**src/design/chba_pkg.sv**
```systemverilog
// Shared constants, payload types and a helper function of the context handle allocator.
`timescale 1ns / 1ps

package chba_pkg;

  localparam int unsigned CONTEXTS          = 256;
  localparam int unsigned RESERVED_CONTEXTS = 1;
  localparam int unsigned HANDLE_W          = 15;
  localparam int unsigned HIGH_W            = 16;
  localparam int unsigned WORD_W            = 32;
  localparam int unsigned BIT_W             = $clog2(WORD_W);
  localparam int unsigned WORDS             = CONTEXTS / WORD_W;
  localparam int unsigned WIDX_W            = (WORDS > 1) ? $clog2(WORDS) : 1;
  localparam int unsigned HW_W              = $clog2(CONTEXTS + 1);

  // Reset contents of map word zero: the reserved handles are in use.
  localparam logic [WORD_W-1:0] RSV_MASK =
    WORD_W'((64'd1 << RESERVED_CONTEXTS) - 64'd1);

  localparam logic [HANDLE_W-1:0] KERNEL_HANDLE = '0;

  localparam logic OP_ALLOC = 1'b0;
  localparam logic OP_FREE  = 1'b1;

  typedef enum logic [1:0] {
    ST_OK   = 2'd0,
    ST_FULL = 2'd1,
    ST_BAD  = 2'd2
  } status_e;

  typedef struct packed {
    logic                operation;
    logic [HANDLE_W-1:0] handle;
  } req_t;

  typedef struct packed {
    logic [1:0]          status;
    logic [HANDLE_W-1:0] granted_handle;
    logic [HIGH_W-1:0]   high_water;
  } rsp_t;

  // Position of the lowest clear bit of a map word.
  function automatic logic [BIT_W-1:0] first_zero(input logic [WORD_W-1:0] word);
    logic [BIT_W-1:0] pos;
    pos = '0;
    for (int i = WORD_W - 1; i >= 0; i--) begin
      if (!word[i]) begin
        pos = BIT_W'(i);
      end
    end
    return pos;
  endfunction

endpackage

```
**src/design/chba_ram.sv**
```systemverilog
// Generic single-write, single-read synchronous RAM with a registered read port.
`timescale 1ns / 1ps

module chba_ram #(
  parameter int unsigned WIDTH = 32,
  parameter int unsigned DEPTH = 8
) (
  input  logic                                      clk_i,
  input  logic                                      we_i,
  input  logic [((DEPTH > 1) ? $clog2(DEPTH) : 1)-1:0] waddr_i,
  input  logic [WIDTH-1:0]                          wdata_i,
  input  logic                                      re_i,
  input  logic [((DEPTH > 1) ? $clog2(DEPTH) : 1)-1:0] raddr_i,
  output logic [WIDTH-1:0]                          rdata_o
);

  logic [WIDTH-1:0] mem_q [DEPTH];
  logic [WIDTH-1:0] rdata_q;

  always_ff @(posedge clk_i) begin
    if (we_i) begin
      mem_q[waddr_i] <= wdata_i;
    end
    if (re_i) begin
      rdata_q <= mem_q[raddr_i];
    end
  end

  assign rdata_o = rdata_q;

endmodule

```
**src/design/context_handle_bitmap_allocator.sv**
```systemverilog
// Top level of the context handle allocator: bitmap in RAM, word scan and result register.
`timescale 1ns / 1ps

// The block hands out context handles from an in-use bitmap and takes them back.
// A request arrives on the input channel (in_valid_i, in_stall_o, in_i) and
// carries an operation and, for a free, the handle. Every request gives exactly
// one result on the output channel (out_valid_o, out_stall_i, out_o) with a
// status, the granted handle and the high-water mark after the request.
// The bitmap lives in a RAM of 32-bit words. An allocate reads the words in
// order, one per cycle, and takes the lowest clear bit of the first word that
// has one, or reports a full map when none has. A free is a read, a modify and
// a write back; a bad handle or the kernel handle goes straight to the result.
// The block works on one request at a time and raises in_stall_o until that
// request's result has moved into the output register. The output register
// holds the result while the receiver stalls, and the next request is
// accepted meanwhile; its result waits in the block until the register frees.
// Reset clears all handles except the reserved ones and sets the high-water
// mark to the number of reserved handles. The RAM needs no clearing pass: a
// per-word valid flag makes a never-written word read as its reset contents.
module context_handle_bitmap_allocator
  import chba_pkg::*;
(
  input  logic clk_i,
  input  logic rst_ni,
  input  logic in_valid_i,
  output logic in_stall_o,
  input  req_t in_i,
  output logic out_valid_o,
  input  logic out_stall_i,
  output rsp_t out_o
);

  typedef enum logic [3:0] {
    S_IDLE = 4'b0001,
    S_SCAN = 4'b0010,
    S_FREE = 4'b0100,
    S_RESP = 4'b1000
  } state_e;

  state_e              state_q, state_d;
  logic [WIDX_W-1:0]   idx_q, idx_d;
  logic [BIT_W-1:0]    bit_q, bit_d;
  logic [WORDS-1:0]    wvalid_q, wvalid_d;
  logic [HW_W-1:0]     hw_q, hw_d;
  rsp_t                res_q, res_d;
  rsp_t                out_q, out_d;
  logic                out_valid_q, out_valid_d;

  logic                ram_re;
  logic [WIDX_W-1:0]   ram_raddr;
  logic                ram_we;
  logic [WORD_W-1:0]   ram_wdata;
  logic [WORD_W-1:0]   ram_rdata;

  logic [WORD_W-1:0]   word_eff;
  logic [BIT_W-1:0]    zero_bit;
  logic [HW_W-1:0]     cand;
  logic                in_range;
  logic [WIDX_W-1:0]   h_word;
  logic [BIT_W-1:0]    h_bit;

  chba_ram #(
    .WIDTH (WORD_W),
    .DEPTH (WORDS)
  ) u_map_ram (
    .clk_i   (clk_i),
    .we_i    (ram_we),
    .waddr_i (idx_q),
    .wdata_i (ram_wdata),
    .re_i    (ram_re),
    .raddr_i (ram_raddr),
    .rdata_o (ram_rdata)
  );

  // A word that was never written since reset reads as its reset contents.
  assign word_eff = wvalid_q[idx_q] ? ram_rdata :
                    ((idx_q == '0) ? RSV_MASK : '0);
  assign zero_bit = first_zero(word_eff);
  assign cand     = HW_W'({idx_q, zero_bit}) + HW_W'(1);

  assign in_range = {1'b0, in_i.handle} < (HANDLE_W + 1)'(CONTEXTS);
  assign h_word   = in_i.handle[BIT_W +: WIDX_W];
  assign h_bit    = in_i.handle[BIT_W-1:0];

  assign in_stall_o  = (state_q != S_IDLE);
  assign out_valid_o = out_valid_q;
  assign out_o       = out_q;

  always_comb begin
    state_d     = state_q;
    idx_d       = idx_q;
    bit_d       = bit_q;
    wvalid_d    = wvalid_q;
    hw_d        = hw_q;
    res_d       = res_q;
    out_d       = out_q;
    out_valid_d = out_valid_q && out_stall_i;
    ram_re      = 1'b0;
    ram_raddr   = idx_q;
    ram_we      = 1'b0;
    ram_wdata   = word_eff;

    case (state_q)
      S_IDLE: begin
        if (in_valid_i) begin
          res_d.status         = ST_OK;
          res_d.granted_handle = '0;
          res_d.high_water     = HIGH_W'(hw_q);
          if (in_i.operation == OP_ALLOC) begin
            idx_d     = '0;
            ram_re    = 1'b1;
            ram_raddr = '0;
            state_d   = S_SCAN;
          end else if (!in_range) begin
            res_d.status = ST_BAD;
            state_d      = S_RESP;
          end else if (in_i.handle == KERNEL_HANDLE) begin
            // The kernel context is never released.
            state_d = S_RESP;
          end else begin
            idx_d     = h_word;
            bit_d     = h_bit;
            ram_re    = 1'b1;
            ram_raddr = h_word;
            state_d   = S_FREE;
          end
        end
      end
      S_SCAN: begin
        if (word_eff != '1) begin
          ram_we           = 1'b1;
          ram_wdata        = word_eff | (WORD_W'(1) << zero_bit);
          wvalid_d[idx_q]  = 1'b1;
          if (cand > hw_q) begin
            hw_d = cand;
          end
          res_d.status         = ST_OK;
          res_d.granted_handle = HANDLE_W'({idx_q, zero_bit});
          res_d.high_water     = HIGH_W'(hw_d);
          state_d              = S_RESP;
        end else if (idx_q == WIDX_W'(WORDS - 1)) begin
          res_d.status = ST_FULL;
          state_d      = S_RESP;
        end else begin
          idx_d     = idx_q + WIDX_W'(1);
          ram_re    = 1'b1;
          ram_raddr = idx_q + WIDX_W'(1);
        end
      end
      S_FREE: begin
        ram_we          = 1'b1;
        ram_wdata       = word_eff & ~(WORD_W'(1) << bit_q);
        wvalid_d[idx_q] = 1'b1;
        state_d         = S_RESP;
      end
      S_RESP: begin
        if (!out_valid_q || !out_stall_i) begin
          out_d       = res_q;
          out_valid_d = 1'b1;
          state_d     = S_IDLE;
        end
      end
      default: begin
        state_d = S_IDLE;
      end
    endcase
  end

  always_ff @(posedge clk_i or negedge rst_ni) begin
    if (!rst_ni) begin
      state_q     <= S_IDLE;
      wvalid_q    <= '0;
      hw_q        <= HW_W'(RESERVED_CONTEXTS);
      out_valid_q <= 1'b0;
    end else begin
      state_q     <= state_d;
      wvalid_q    <= wvalid_d;
      hw_q        <= hw_d;
      out_valid_q <= out_valid_d;
    end
  end

  always_ff @(posedge clk_i) begin
    idx_q <= idx_d;
    bit_q <= bit_d;
    res_q <= res_d;
    out_q <= out_d;
  end

  // A failed request reports handle zero, as a free does.
  a_fail_no_grant: assert property (@(posedge clk_i) disable iff (!rst_ni)
    (out_valid_o && out_o.status != ST_OK) |-> (out_o.granted_handle == '0))
    else $error("failed request reports a granted handle");

  // A granted handle always lies below the reported high-water mark.
  a_grant_below_hw: assert property (@(posedge clk_i) disable iff (!rst_ni)
    (out_valid_o && out_o.status == ST_OK) |->
    ({1'b0, out_o.granted_handle} < out_o.high_water))
    else $error("granted handle not below high-water mark");

  // The high-water mark never falls.
  a_hw_monotonic: assert property (@(posedge clk_i) disable iff (!rst_ni)
    1'b1 |=> (hw_q >= $past(hw_q)))
    else $error("high-water mark decreased");

  // The map is only written while a request works on a word read before.
  a_write_state: assert property (@(posedge clk_i) disable iff (!rst_ni)
    ram_we |-> (state_q == S_SCAN || state_q == S_FREE))
    else $error("map written outside a scan or free");

endmodule

```
**config.mk**
```make
export PLATFORM = sky130hd
export DESIGN_NAME = context_handle_bitmap_allocator
export DESIGN_NICKNAME = d
export VERILOG_FILES = /design/src/design/chba_pkg.sv /design/src/design/chba_ram.sv /design/src/design/context_handle_bitmap_allocator.sv
export SDC_FILE = /design/constraint.sdc
export NUM_CORES = 1
export LEC_CHECK = 0
export ABC_AREA = 1
export ABC_CLOCK_PERIOD_IN_PS = 4870
export BUFFER_PORTS_ARGS = -buffer_cell sky130_fd_sc_hd__buf_2
export CELL_PAD_IN_SITES_DETAIL_PLACEMENT = 0
export CELL_PAD_IN_SITES_GLOBAL_PLACEMENT = 1
export CORE_MARGIN = 10
export CORE_UTILIZATION = 45
export CTS_BUF_LIST = sky130_fd_sc_hd__clkbuf_4 sky130_fd_sc_hd__clkbuf_8 sky130_fd_sc_hd__clkbuf_16
export DETAILED_ROUTE_END_ITERATION = 10
export PLACE_DENSITY_LB_ADDON = 0.15
export SETUP_SLACK_MARGIN = 0.02
export SYNTH_ARGS = -nofsm -noshare
export SYNTH_HDL_FRONTEND = slang
export SYNTH_SLANG_ARGS = --single-unit
```
**constraint.sdc**
```tcl
create_clock -name clk_i -period 4.87 [get_ports clk_i]
set_input_delay 0.7305 -clock clk_i [delete_from_list [all_inputs] [get_ports clk_i]]
set_output_delay 0.7305 -clock clk_i [all_outputs]
set_load 0.1 [all_outputs]
```
==> run summary, run 1 <==
GLOBAL ROUTE
-----------------------------------------------------------------------------------------------
Via count of the first global-routing pass .......................................         9917
Maximum number of pins on one net before global-route repair .....................          129
Antenna violations before repair .................................................            0
GRT Resource Usage Total .........................................................        0.184
Global-route wire length before repair ...........................................     58600 um
Gr ovfl total ....................................................................            0

TIMING
-----------------------------------------------------------------------------------------------
Worst hold margin ................................................................       192 ps
Final setup skew .................................................................      22.9 ps
Worst Max-Slew Pin Slew ..........................................................      1210 ps
Maximum clock frequency ..........................................................      223 MHz
Max-slew headroom at the worst pin ...............................................        0.186
Period Utilization, post-route ...................................................        0.920
Setup TNS ........................................................................         0 ps
RSZ-0062 raised after global routing .............................................          yes
Number of pins with negative max-slew slack in the final report ..................            0
Crit path time final .............................................................      4480 ps
Final setup violation count ......................................................            0
Number of hold violations in the final report ....................................            0

CRITICAL PATH
-----------------------------------------------------------------------------------------------
Critical Path Start Type .........................................................         flop
Type of destination of the critical path .........................................         flop
R2R Path End ..................................................................... res_q[2]$_DFFE_PP_
Max Fanout on Critical Path ......................................................           11
Dominant cell type by count on the critical path ................................. sky130_fd_sc_hd__nand2_1
Reg-to-reg startpoint ............................................................ u_map_ram.rdata_o[31]$_DFFE_PP_
Crit Path Category ............................................................... flop to flop
Register-to-Register Path Depth ..................................................           47
Biggest cell delay along the critical path .......................................       400 ps
Req. time, crit path .............................................................      5150 ps
Crit path max-delay cell type .................................................... sky130_fd_sc_hd__edfxtp_1
Data arrival time at the worst-slack endpoint ....................................      4760 ps
Worst-case register-to-register setup slack ......................................       390 ps

CELLS AND AREA
-----------------------------------------------------------------------------------------------
Final-layout fill cell count .....................................................         2952
Post-route standard cell area excluding fillers ..................................   0.0177 mm2
Total inserted antenna cells .....................................................            0
Most common cell after layout, fill and taps aside ............................... sky130_fd_sc_hd__edfxtp_1
Number of cells in the finished layout apart from fillers ........................         1907
Layout cells sized above 1 .......................................................        0.158
Utilization after layout .........................................................        0.527
P&R area growth vs syn ...........................................................        15.6%
Commonest cells after routing, fill and taps aside ............................... 331 x sky130_fd_sc_hd__edfxtp_1, 280 x sky130_fd_sc_hd__nor2_1, 148 x sky130_fd_sc_hd__nand2_1, 148 x sky130_fd_sc_hd__o21ai_0, 67 x sky130_fd_sc_hd__inv_1
Count of nets after finishing ....................................................         1468

CLOCK TREE
-----------------------------------------------------------------------------------------------
Worst skew pair latency ..........................................................       560 ps
Clock input transition at the sequential cells of the worst setup and hold paths .        60 ps
Root buffer selected by CTS ...................................................... sky130_fd_sc_hd__clkbuf_16
TritonCTS sink count .............................................................          356
Number of levels the H-tree was split into .......................................            2
Number of buffers between clock root and the deepest sink ........................            3
CTS tree .........................................................................          yes
Number of clock buffers inserted by TritonCTS ....................................           38

SYNTH
-----------------------------------------------------------------------------------------------
Mapped Cells .....................................................................         1358
Post-synthesis area per instance .................................................     11.3 um2
Post-synth cell types ............................................................           43
Post-synthesis instance area .....................................................   0.0153 mm2
Syn. warnings ....................................................................            0
Most used flip-flop cell after synthesis ......................................... sky130_fd_sc_hd__edfxtp_1
Number of enable-type register cells in the synthesized netlist ..................          331
Count of state elements after synthesis ..........................................          356
Share of synthesized area occupied by flip-flops and latches .....................        0.690
Fraction of synthesis flops using an asynchronous set or reset pin ...............       0.0618

PLACED DESIGN
-----------------------------------------------------------------------------------------------
Half-perimeter wire length of the detailed placement result ......................     23000 um
Number of port buffers ...........................................................           40
Instance count after placement with tap cells included ...........................         1828
Routability-driven placement congestion ratio ....................................        0.895
Post-DP Area .....................................................................   0.0162 mm2

POWER AND IR DROP
-----------------------------------------------------------------------------------------------
LEAKAGE ..........................................................................   0.00629 uW
Pwr Density ......................................................................   729 mW/mm2
IR Drop Worst-Case VDD ...........................................................       595 uV

ROUTING
-----------------------------------------------------------------------------------------------
Overall via count from detail_route ..............................................        10.2k
Initial DRC count ................................................................          859
Detailed-route wire length per cell ..............................................      20.0 um
Total length of routed wires .....................................................     38200 um
TritonRoute pass-1 iters .........................................................            5
Count of unresolved DRC violations after routing .................................            0
Number of nets with antenna violations after detailed routing ....................            0
Mean number of vias per cell .....................................................         5.37

DIE
-----------------------------------------------------------------------------------------------
Horizontal die dimension .........................................................       204 um
Core box area ....................................................................   0.0335 mm2
Effective utilization at floorplan ...............................................        0.456
Area of the die ..................................................................   0.0418 mm2
Cell Rows ........................................................................           67
Ports placed on the boundary .....................................................           55
Die span in y ....................................................................       204 um

JOB
-----------------------------------------------------------------------------------------------
Max capacitance violation total ..................................................            0

HOLD PATH
-----------------------------------------------------------------------------------------------
Min-Delay Path Class ............................................................. input pin to async pin

RUN STATUS
-----------------------------------------------------------------------------------------------
Outcome .......................................................................... finished, final reports clean

state kept, by name (all words and copies together), names as in the netlist:
| signal | count |
|---|---|
| bit_q | 5 |
| hw_q | 9 |
| idx_q | 3 |
| out_o | 19 |
| out_valid_o | 1 |
| res_q | 19 |
| state_q | 4 |
| u_map_ram.mem_q | 256 |
| u_map_ram.rdata_o | 32 |
| wvalid_q | 8 |
final cells by class:
type | count | area (um2) | share of cell area
multi-input cells | 848 | 4270 | 0.242
well taps | 448 | 561 | 0.0317
clock buffers | 52 | 1090 | 0.0618
clock inverters | 16 | 145 | 0.00821
repair buffers | 99 | 713 | 0.0404
inverters | 88 | 338 | 0.0191
flip-flops and latches | 356 | 10600 | 0.597
cells in the mapped netlist (all sizes together) (2+ instances only):
cell type / count / share of area
o21ai: 189 / 0.062
a21oi: 9 / 0.0029
a31oi: 33 / 0.013
dfstp: 2 / 0.0034
or2: 2 / 0.00082
nor4: 6 / 0.0025
o211ai: 5 / 0.0028
a22oi: 2 / 0.00098
inv: 87 / 0.021
o32ai: 2 / 0.0011
edfxtp: 331 / 0.65
nand2: 156 / 0.039
nand4: 19 / 0.0078
nand3: 25 / 0.0082
dfxtp: 3 / 0.0039
nor2: 294 / 0.074
o22ai: 56 / 0.023
buf: 43 / 0.019
nor3: 9 / 0.0033
xor2: 2 / 0.0011
dfrtp: 20 / 0.033
and2: 2 / 0.00082
clkbuf: 36 / 0.0088
ha: 17 / 0.014
a211oi: 2 / 0.00098
how the worst max path moves through the flow:
stage / from / slack (ps) / to / cells past startpoint
final: u_map_ram.rdata_o[31]$_DFFE_PP_ / 390 / res_q[2]$_DFFE_PP_ / 47
after global routing: u_map_ram.rdata_o[31]$_DFFE_PP_ / 9 / res_q[2]$_DFFE_PP_ / 47
after CTS: u_map_ram.rdata_o[31]$_DFFE_PP_ / 50 / res_q[2]$_DFFE_PP_ / 47
after detailed placement: u_map_ram.rdata_o[31]$_DFFE_PP_ / 9 / res_q[2]$_DFFE_PP_ / 47
after global placement: u_map_ram.rdata_o[31]$_DFFE_PP_ / 30 / res_q[2]$_DFFE_PP_ / 47
after floorplan: u_map_ram.rdata_o[31]$_DFFE_PP_ / 310 / res_q[2]$_DFFE_PP_ / 47
routing by layer:
layer / wire length (um) / share of wire / track usage / up-vias
li1: - / - / - / 4936
met1: 17300 / 0.45 / 0.244 / 4993
met2: 18200 / 0.48 / 0.300 / 246
met3: 1770 / 0.046 / 0.0285 / 62
met4: 996 / 0.026 / 0.0645 / 0
met5: 0 / 0 / 0 / -
cells by family (layout without fill, tap and decap cells):
kind of cell	Yosys count	after routing	synth area share
xor gates and xnor gates	2	2	0.00115
buffers and inverters	167	255	0.0492
adders and majority gates	17	17	0.0139
AOI/OAI and AO/OA	300	300	0.108
and+or+nand+nor	515	515	0.137
other	1	14	0.000245
DFF	356	356	0.690
where the power goes:
group | total (uW) | leakage [uW] | switching [uW] | internal [uW]
clock | 2840 | 0.000614 | 1150 | 1680
sequential | 4550 | 0.00335 | 168 | 4380
combinational | 5500 | 0.00233 | 3880 | 1620
per-stage QoR:
stage                     total power (uW)  setup WS [ps]
after floorplan                       8150            312
after global placement                9770           29.6
after detailed placement              9850           8.75
after CTS                            12700           50.5
after global routing                 13700           8.92
final                                12900            388
what timing repair did:
action	CTS	global route
pin swaps	0	11
setup endpoints to repair	4	18
endpoints found under the hold margin	0	0
cloned	0	0
hold buffers	0	0
setup buffers	0	11
gates resized for setup	1	42
worst max-delay path: cells and delay by family (launching register included):
family	cells	cell delay (ps)
buffers and inverters	5	390
flip-flops	1	400
AND/OR/NAND/NOR	34	2120
XOR/XNOR	1	240
adder cells (fa/ha/maj)	2	420
AO/OA/AOI/OAI	5	670
Note: power is estimated with default switching activity, not from simulation.
==> inputs of run 2 (changes only) <==
- ABC_AREA: 1 -> default
- REMOVE_ABC_BUFFERS: default -> 1
==> run summary, run 2 <==
GLOBAL ROUTE
-----------------------------------------------------------------------------------------------
Maximum number of pins on one net before global-route repair .....................          128
Global-route wire length before repair ...........................................     58400 um
Gr ovfl total ....................................................................            0
GRT Resource Usage Total .........................................................        0.184
Via count of the first global-routing pass .......................................         9346
Antenna violations before repair .................................................            0

POWER AND IR DROP
-----------------------------------------------------------------------------------------------
Internal power ...................................................................      5660 uW
Pwr Density ......................................................................   458 mW/mm2
Share of power burned in registers ...............................................        0.495
IR Drop Worst-Case VDD ...........................................................       310 uV
LEAKAGE ..........................................................................   0.00588 uW
Switching power total ............................................................      2230 uW
Clock network fraction of total power ............................................        0.337
Proportion of total power due to net switching ...................................        0.282
Combinational fraction of design power ...........................................        0.168

CLOCK TREE
-----------------------------------------------------------------------------------------------
Clock input transition at the sequential cells of the worst setup and hold paths .        60 ps
Number of buffers added for setup after CTS ......................................            0
Number of buffers between clock root and the deepest sink ........................            3
Number of clock buffers inserted by TritonCTS ....................................           38
CTS tree .........................................................................          yes
Post-cts hold buffer count .......................................................            0
Worst skew pair latency ..........................................................       530 ps
Root buffer selected by CTS ...................................................... sky130_fd_sc_hd__clkbuf_16
TritonCTS sink count .............................................................          356
Number of levels the H-tree was split into .......................................            2

TIMING
-----------------------------------------------------------------------------------------------
Number of pins with negative max-slew slack in the final report ..................            0
Final setup skew .................................................................      15.5 ps
Setup TNS ........................................................................         0 ps
Number of hold violations in the final report ....................................            0
Worst Max-Slew Pin Slew ..........................................................       965 ps
Crit path time final .............................................................      4450 ps
Final setup violation count ......................................................            0
Max-slew headroom at the worst pin ...............................................        0.356
Maximum clock frequency ..........................................................      225 MHz
Period Utilization, post-route ...................................................        0.914

ROUTING
-----------------------------------------------------------------------------------------------
Detailed-route wire length per cell ..............................................      22.7 um
Number of nets with antenna violations after detailed routing ....................            0
Initial DRC count ................................................................          902
Total length of routed wires .....................................................     39100 um
Count of unresolved DRC violations after routing .................................            0
Overall via count from detail_route ..............................................         9889
Mean number of vias per cell .....................................................         5.74
TritonRoute pass-1 iters .........................................................            5

SYNTH
-----------------------------------------------------------------------------------------------
Leading cell types by total area after synthesis ................................. sky130_fd_sc_hd__edfxtp_1 65%, sky130_fd_sc_hd__nand2_1 6.0%, sky130_fd_sc_hd__dfrtp_1 3.3%
Post-synth cell types ............................................................           65
Most used flip-flop cell after synthesis ......................................... sky130_fd_sc_hd__edfxtp_1
Mapped Cells .....................................................................         1207
Syn. warnings ....................................................................            0
Count of state elements after synthesis ..........................................          356
Fraction of synthesis flops using an asynchronous set or reset pin ...............       0.0618
Synth area leader ................................................................ sky130_fd_sc_hd__edfxtp_1
Top cell type's share of synthesized area ........................................        0.648
Most frequent cell after synthesis ............................................... sky130_fd_sc_hd__edfxtp_1
Most frequent cells after synthesis .............................................. 331 x sky130_fd_sc_hd__edfxtp_1, 245 x sky130_fd_sc_hd__nand2_1, 78 x sky130_fd_sc_hd__nand3_1, 51 x sky130_fd_sc_hd__o21ai_0, 40 x sky130_fd_sc_hd__clkbuf_1
Number of enable-type register cells in the synthesized netlist ..................          331
Share of synthesized area occupied by flip-flops and latches .....................        0.688
Post-synthesis area per instance .................................................     12.7 um2
Post-synthesis instance area .....................................................   0.0153 mm2

DIE
-----------------------------------------------------------------------------------------------
Area of the die ..................................................................   0.0418 mm2
Core box area ....................................................................   0.0335 mm2
Horizontal die dimension .........................................................       205 um
Ports placed on the boundary .....................................................           55
Cell Rows ........................................................................           67
Die span in y ....................................................................       205 um
Effective utilization at floorplan ...............................................        0.457

CRITICAL PATH
-----------------------------------------------------------------------------------------------
Req. time, crit path .............................................................      5140 ps
Critical Path Start Type .........................................................         flop
Type of destination of the critical path .........................................         flop
Data arrival time at the worst-slack endpoint ....................................      4720 ps
Crit Path Category ............................................................... flop to flop
Max Fanout on Critical Path ......................................................           14

JOB
-----------------------------------------------------------------------------------------------
Max capacitance violation total ..................................................            0

PLACED DESIGN
-----------------------------------------------------------------------------------------------
Instance count after placement with tap cells included ...........................         1660
Routability-driven placement congestion ratio ....................................        0.943
Number of port buffers ...........................................................           40
Half-perimeter wire length of the detailed placement result ......................     23400 um

CELLS AND AREA
-----------------------------------------------------------------------------------------------
Multi-input gate area ............................................................  0.00435 mm2
Largest register FFs .............................................................          256
P&R area growth vs syn ...........................................................        12.3%
Commonest cells after routing, fill and taps aside ............................... 331 x sky130_fd_sc_hd__edfxtp_1, 244 x sky130_fd_sc_hd__nand2_1, 78 x sky130_fd_sc_hd__nand3_1, 51 x sky130_fd_sc_hd__o21ai_0, 40 x sky130_fd_sc_hd__buf_2
Largest register by flop count ................................................... u_map_ram.mem_q
Final-layout fill cell count .....................................................         2893
Layout cells sized above 1 .......................................................        0.133
Total inserted antenna cells .....................................................            0
Sequential cell area .............................................................   0.0106 mm2
Count of nets after finishing ....................................................         1289
Most common cell after layout, fill and taps aside ............................... sky130_fd_sc_hd__edfxtp_1
Number of cells in the finished layout apart from fillers ........................         1723

RUN STATUS
-----------------------------------------------------------------------------------------------
Outcome .......................................................................... finished, final reports clean

HOLD PATH
-----------------------------------------------------------------------------------------------
Min-Delay Path Class ............................................................. input pin to async pin

==> run 2: changes by cell type in the layout (fill, tap and decap cells not counted), moves of 22 or more <==
cell,before,now
sky130_fd_sc_hd__buf_4,52,30
sky130_fd_sc_hd__inv_1,67,28
sky130_fd_sc_hd__nor2_1,280,31
sky130_fd_sc_hd__o21ai_0,148,51
sky130_fd_sc_hd__a211oi_1,1,35
sky130_fd_sc_hd__o21ai_1,39,1
sky130_fd_sc_hd__a31oi_1,33,6
sky130_fd_sc_hd__o22ai_1,56,30
sky130_fd_sc_hd__nand2_1,148,244
sky130_fd_sc_hd__a31o_1,0,31
sky130_fd_sc_hd__a311oi_1,0,32
sky130_fd_sc_hd__nand3_1,24,78
sky130_fd_sc_hd__and3_1,0,37
==> run 2: stage by stage <==
stage | total power, uW | worst slack, ps | util | cell area [um2] | hold WS [ps]
finish | 7890 | 417 | 0.513 | 17200 | 186
global route | 8190 | -6.42 | 0.513 | 17200 | 206
CTS | 7950 | 232 | 0.513 | 17200 | 191
detailed placement | 5290 | 240 | 0.479 | 16100 | 407
floorplan | 4840 | -1460 | - | 14900 | 400
global placement | 5270 | 292 | 0.479 | 16100 | 403
==> run 2: path summary, 6_finish.rpt <==
path / from / slack [ps] / cells past startpoint / to
setup / recovery: idx_q[2]$_DFF_P_ / 420 / 17 / res_q[8]$_DFFE_PP_
hold reg to reg: res_q[2]$_DFFE_PP_ / 420 / 0 / out_o[2]$_DFFE_PP_
setup reg to reg: idx_q[2]$_DFF_P_ / 420 / 17 / res_q[8]$_DFFE_PP_
max in group asynchronous: rst_ni / 4310 / 1 / state_q[0]$_DFFE_PN1P_
min in group clk_i: in_i[2] / 390 / 1 / bit_q[2]$_DFFE_PP_
hold / removal: rst_ni / 190 / 1 / wvalid_q[1]$_DFFE_PN0P_
==> run 2: layout make-up <==
| type | count | share of cell area |
|---|---|---|
| clock buffers | 45 | 0.0593 |
| clock inverters | 18 | 0.00676 |
| inverters | 31 | 0.00749 |
| multi-input cells | 752 | 0.253 |
| flip-flops and latches | 356 | 0.613 |
| well taps | 448 | 0.0326 |
| repair buffers | 73 | 0.0282 |
==> run 2: repair_timing <==
item,CTS,global route
hold endpoints to repair,0,0
setup endpoints to repair,0,14
resized for setup,0,4
==> run 2: cells by family (layout without fill, tap and decap cells) <==
group / after synthesis / after routing / synth area share
fa+ha+maj: 17 / 17 / 0.0139
simple gates: 480 / 480 / 0.146
flops: 356 / 356 / 0.688
other cells: 1 / 14 / 0.000245
mux: 7 / 7 / 0.00514
xor+xnor: 7 / 7 / 0.00400
compound gates: 227 / 227 / 0.106
buf+inv: 112 / 167 / 0.0364
==> run 2: power by group through the flow <==
stage | registers [uW] | logic [uW] | clock network (uW)
after floorplan | 4100 | 735 | 0
after CTS | 3910 | 1320 | 2720
after global routing | 3930 | 1430 | 2840
after detailed placement | 3970 | 1320 | 0
final | 3910 | 1320 | 2660
after global placement | 3970 | 1310 | 0
==> run 2: routing by layer <==
| metal | GRT usage | part of all wire | up-vias |
|---|---|---|---|
| li1 | - | - | 4614 |
| met1 | 0.245 | 0.44 | 4949 |
| met2 | 0.305 | 0.49 | 268 |
| met3 | 0.0272 | 0.050 | 58 |
| met4 | 0.0545 | 0.022 | 0 |
| met5 | 0 | 0 | - |
==> run 2: worst max-delay path: stages (launching register included) <==
cell and delay (ps):
sky130_fd_sc_hd__dfxtp_1 400, sky130_fd_sc_hd__mux2_2 350, sky130_fd_sc_hd__a21oi_1 270, sky130_fd_sc_hd__o221ai_2 180, sky130_fd_sc_hd__buf_4 210, sky130_fd_sc_hd__nand3_1 160
sky130_fd_sc_hd__nor2_1 70, sky130_fd_sc_hd__nor2_1 170, sky130_fd_sc_hd__ha_1 250, sky130_fd_sc_hd__inv_1 70, sky130_fd_sc_hd__nor3_2 270, sky130_fd_sc_hd__nor3b_1 410
sky130_fd_sc_hd__ha_1 320, sky130_fd_sc_hd__nand4_1 80, sky130_fd_sc_hd__o21ai_0 100, sky130_fd_sc_hd__a211oi_2 350, sky130_fd_sc_hd__buf_4 220, sky130_fd_sc_hd__mux2_2 330
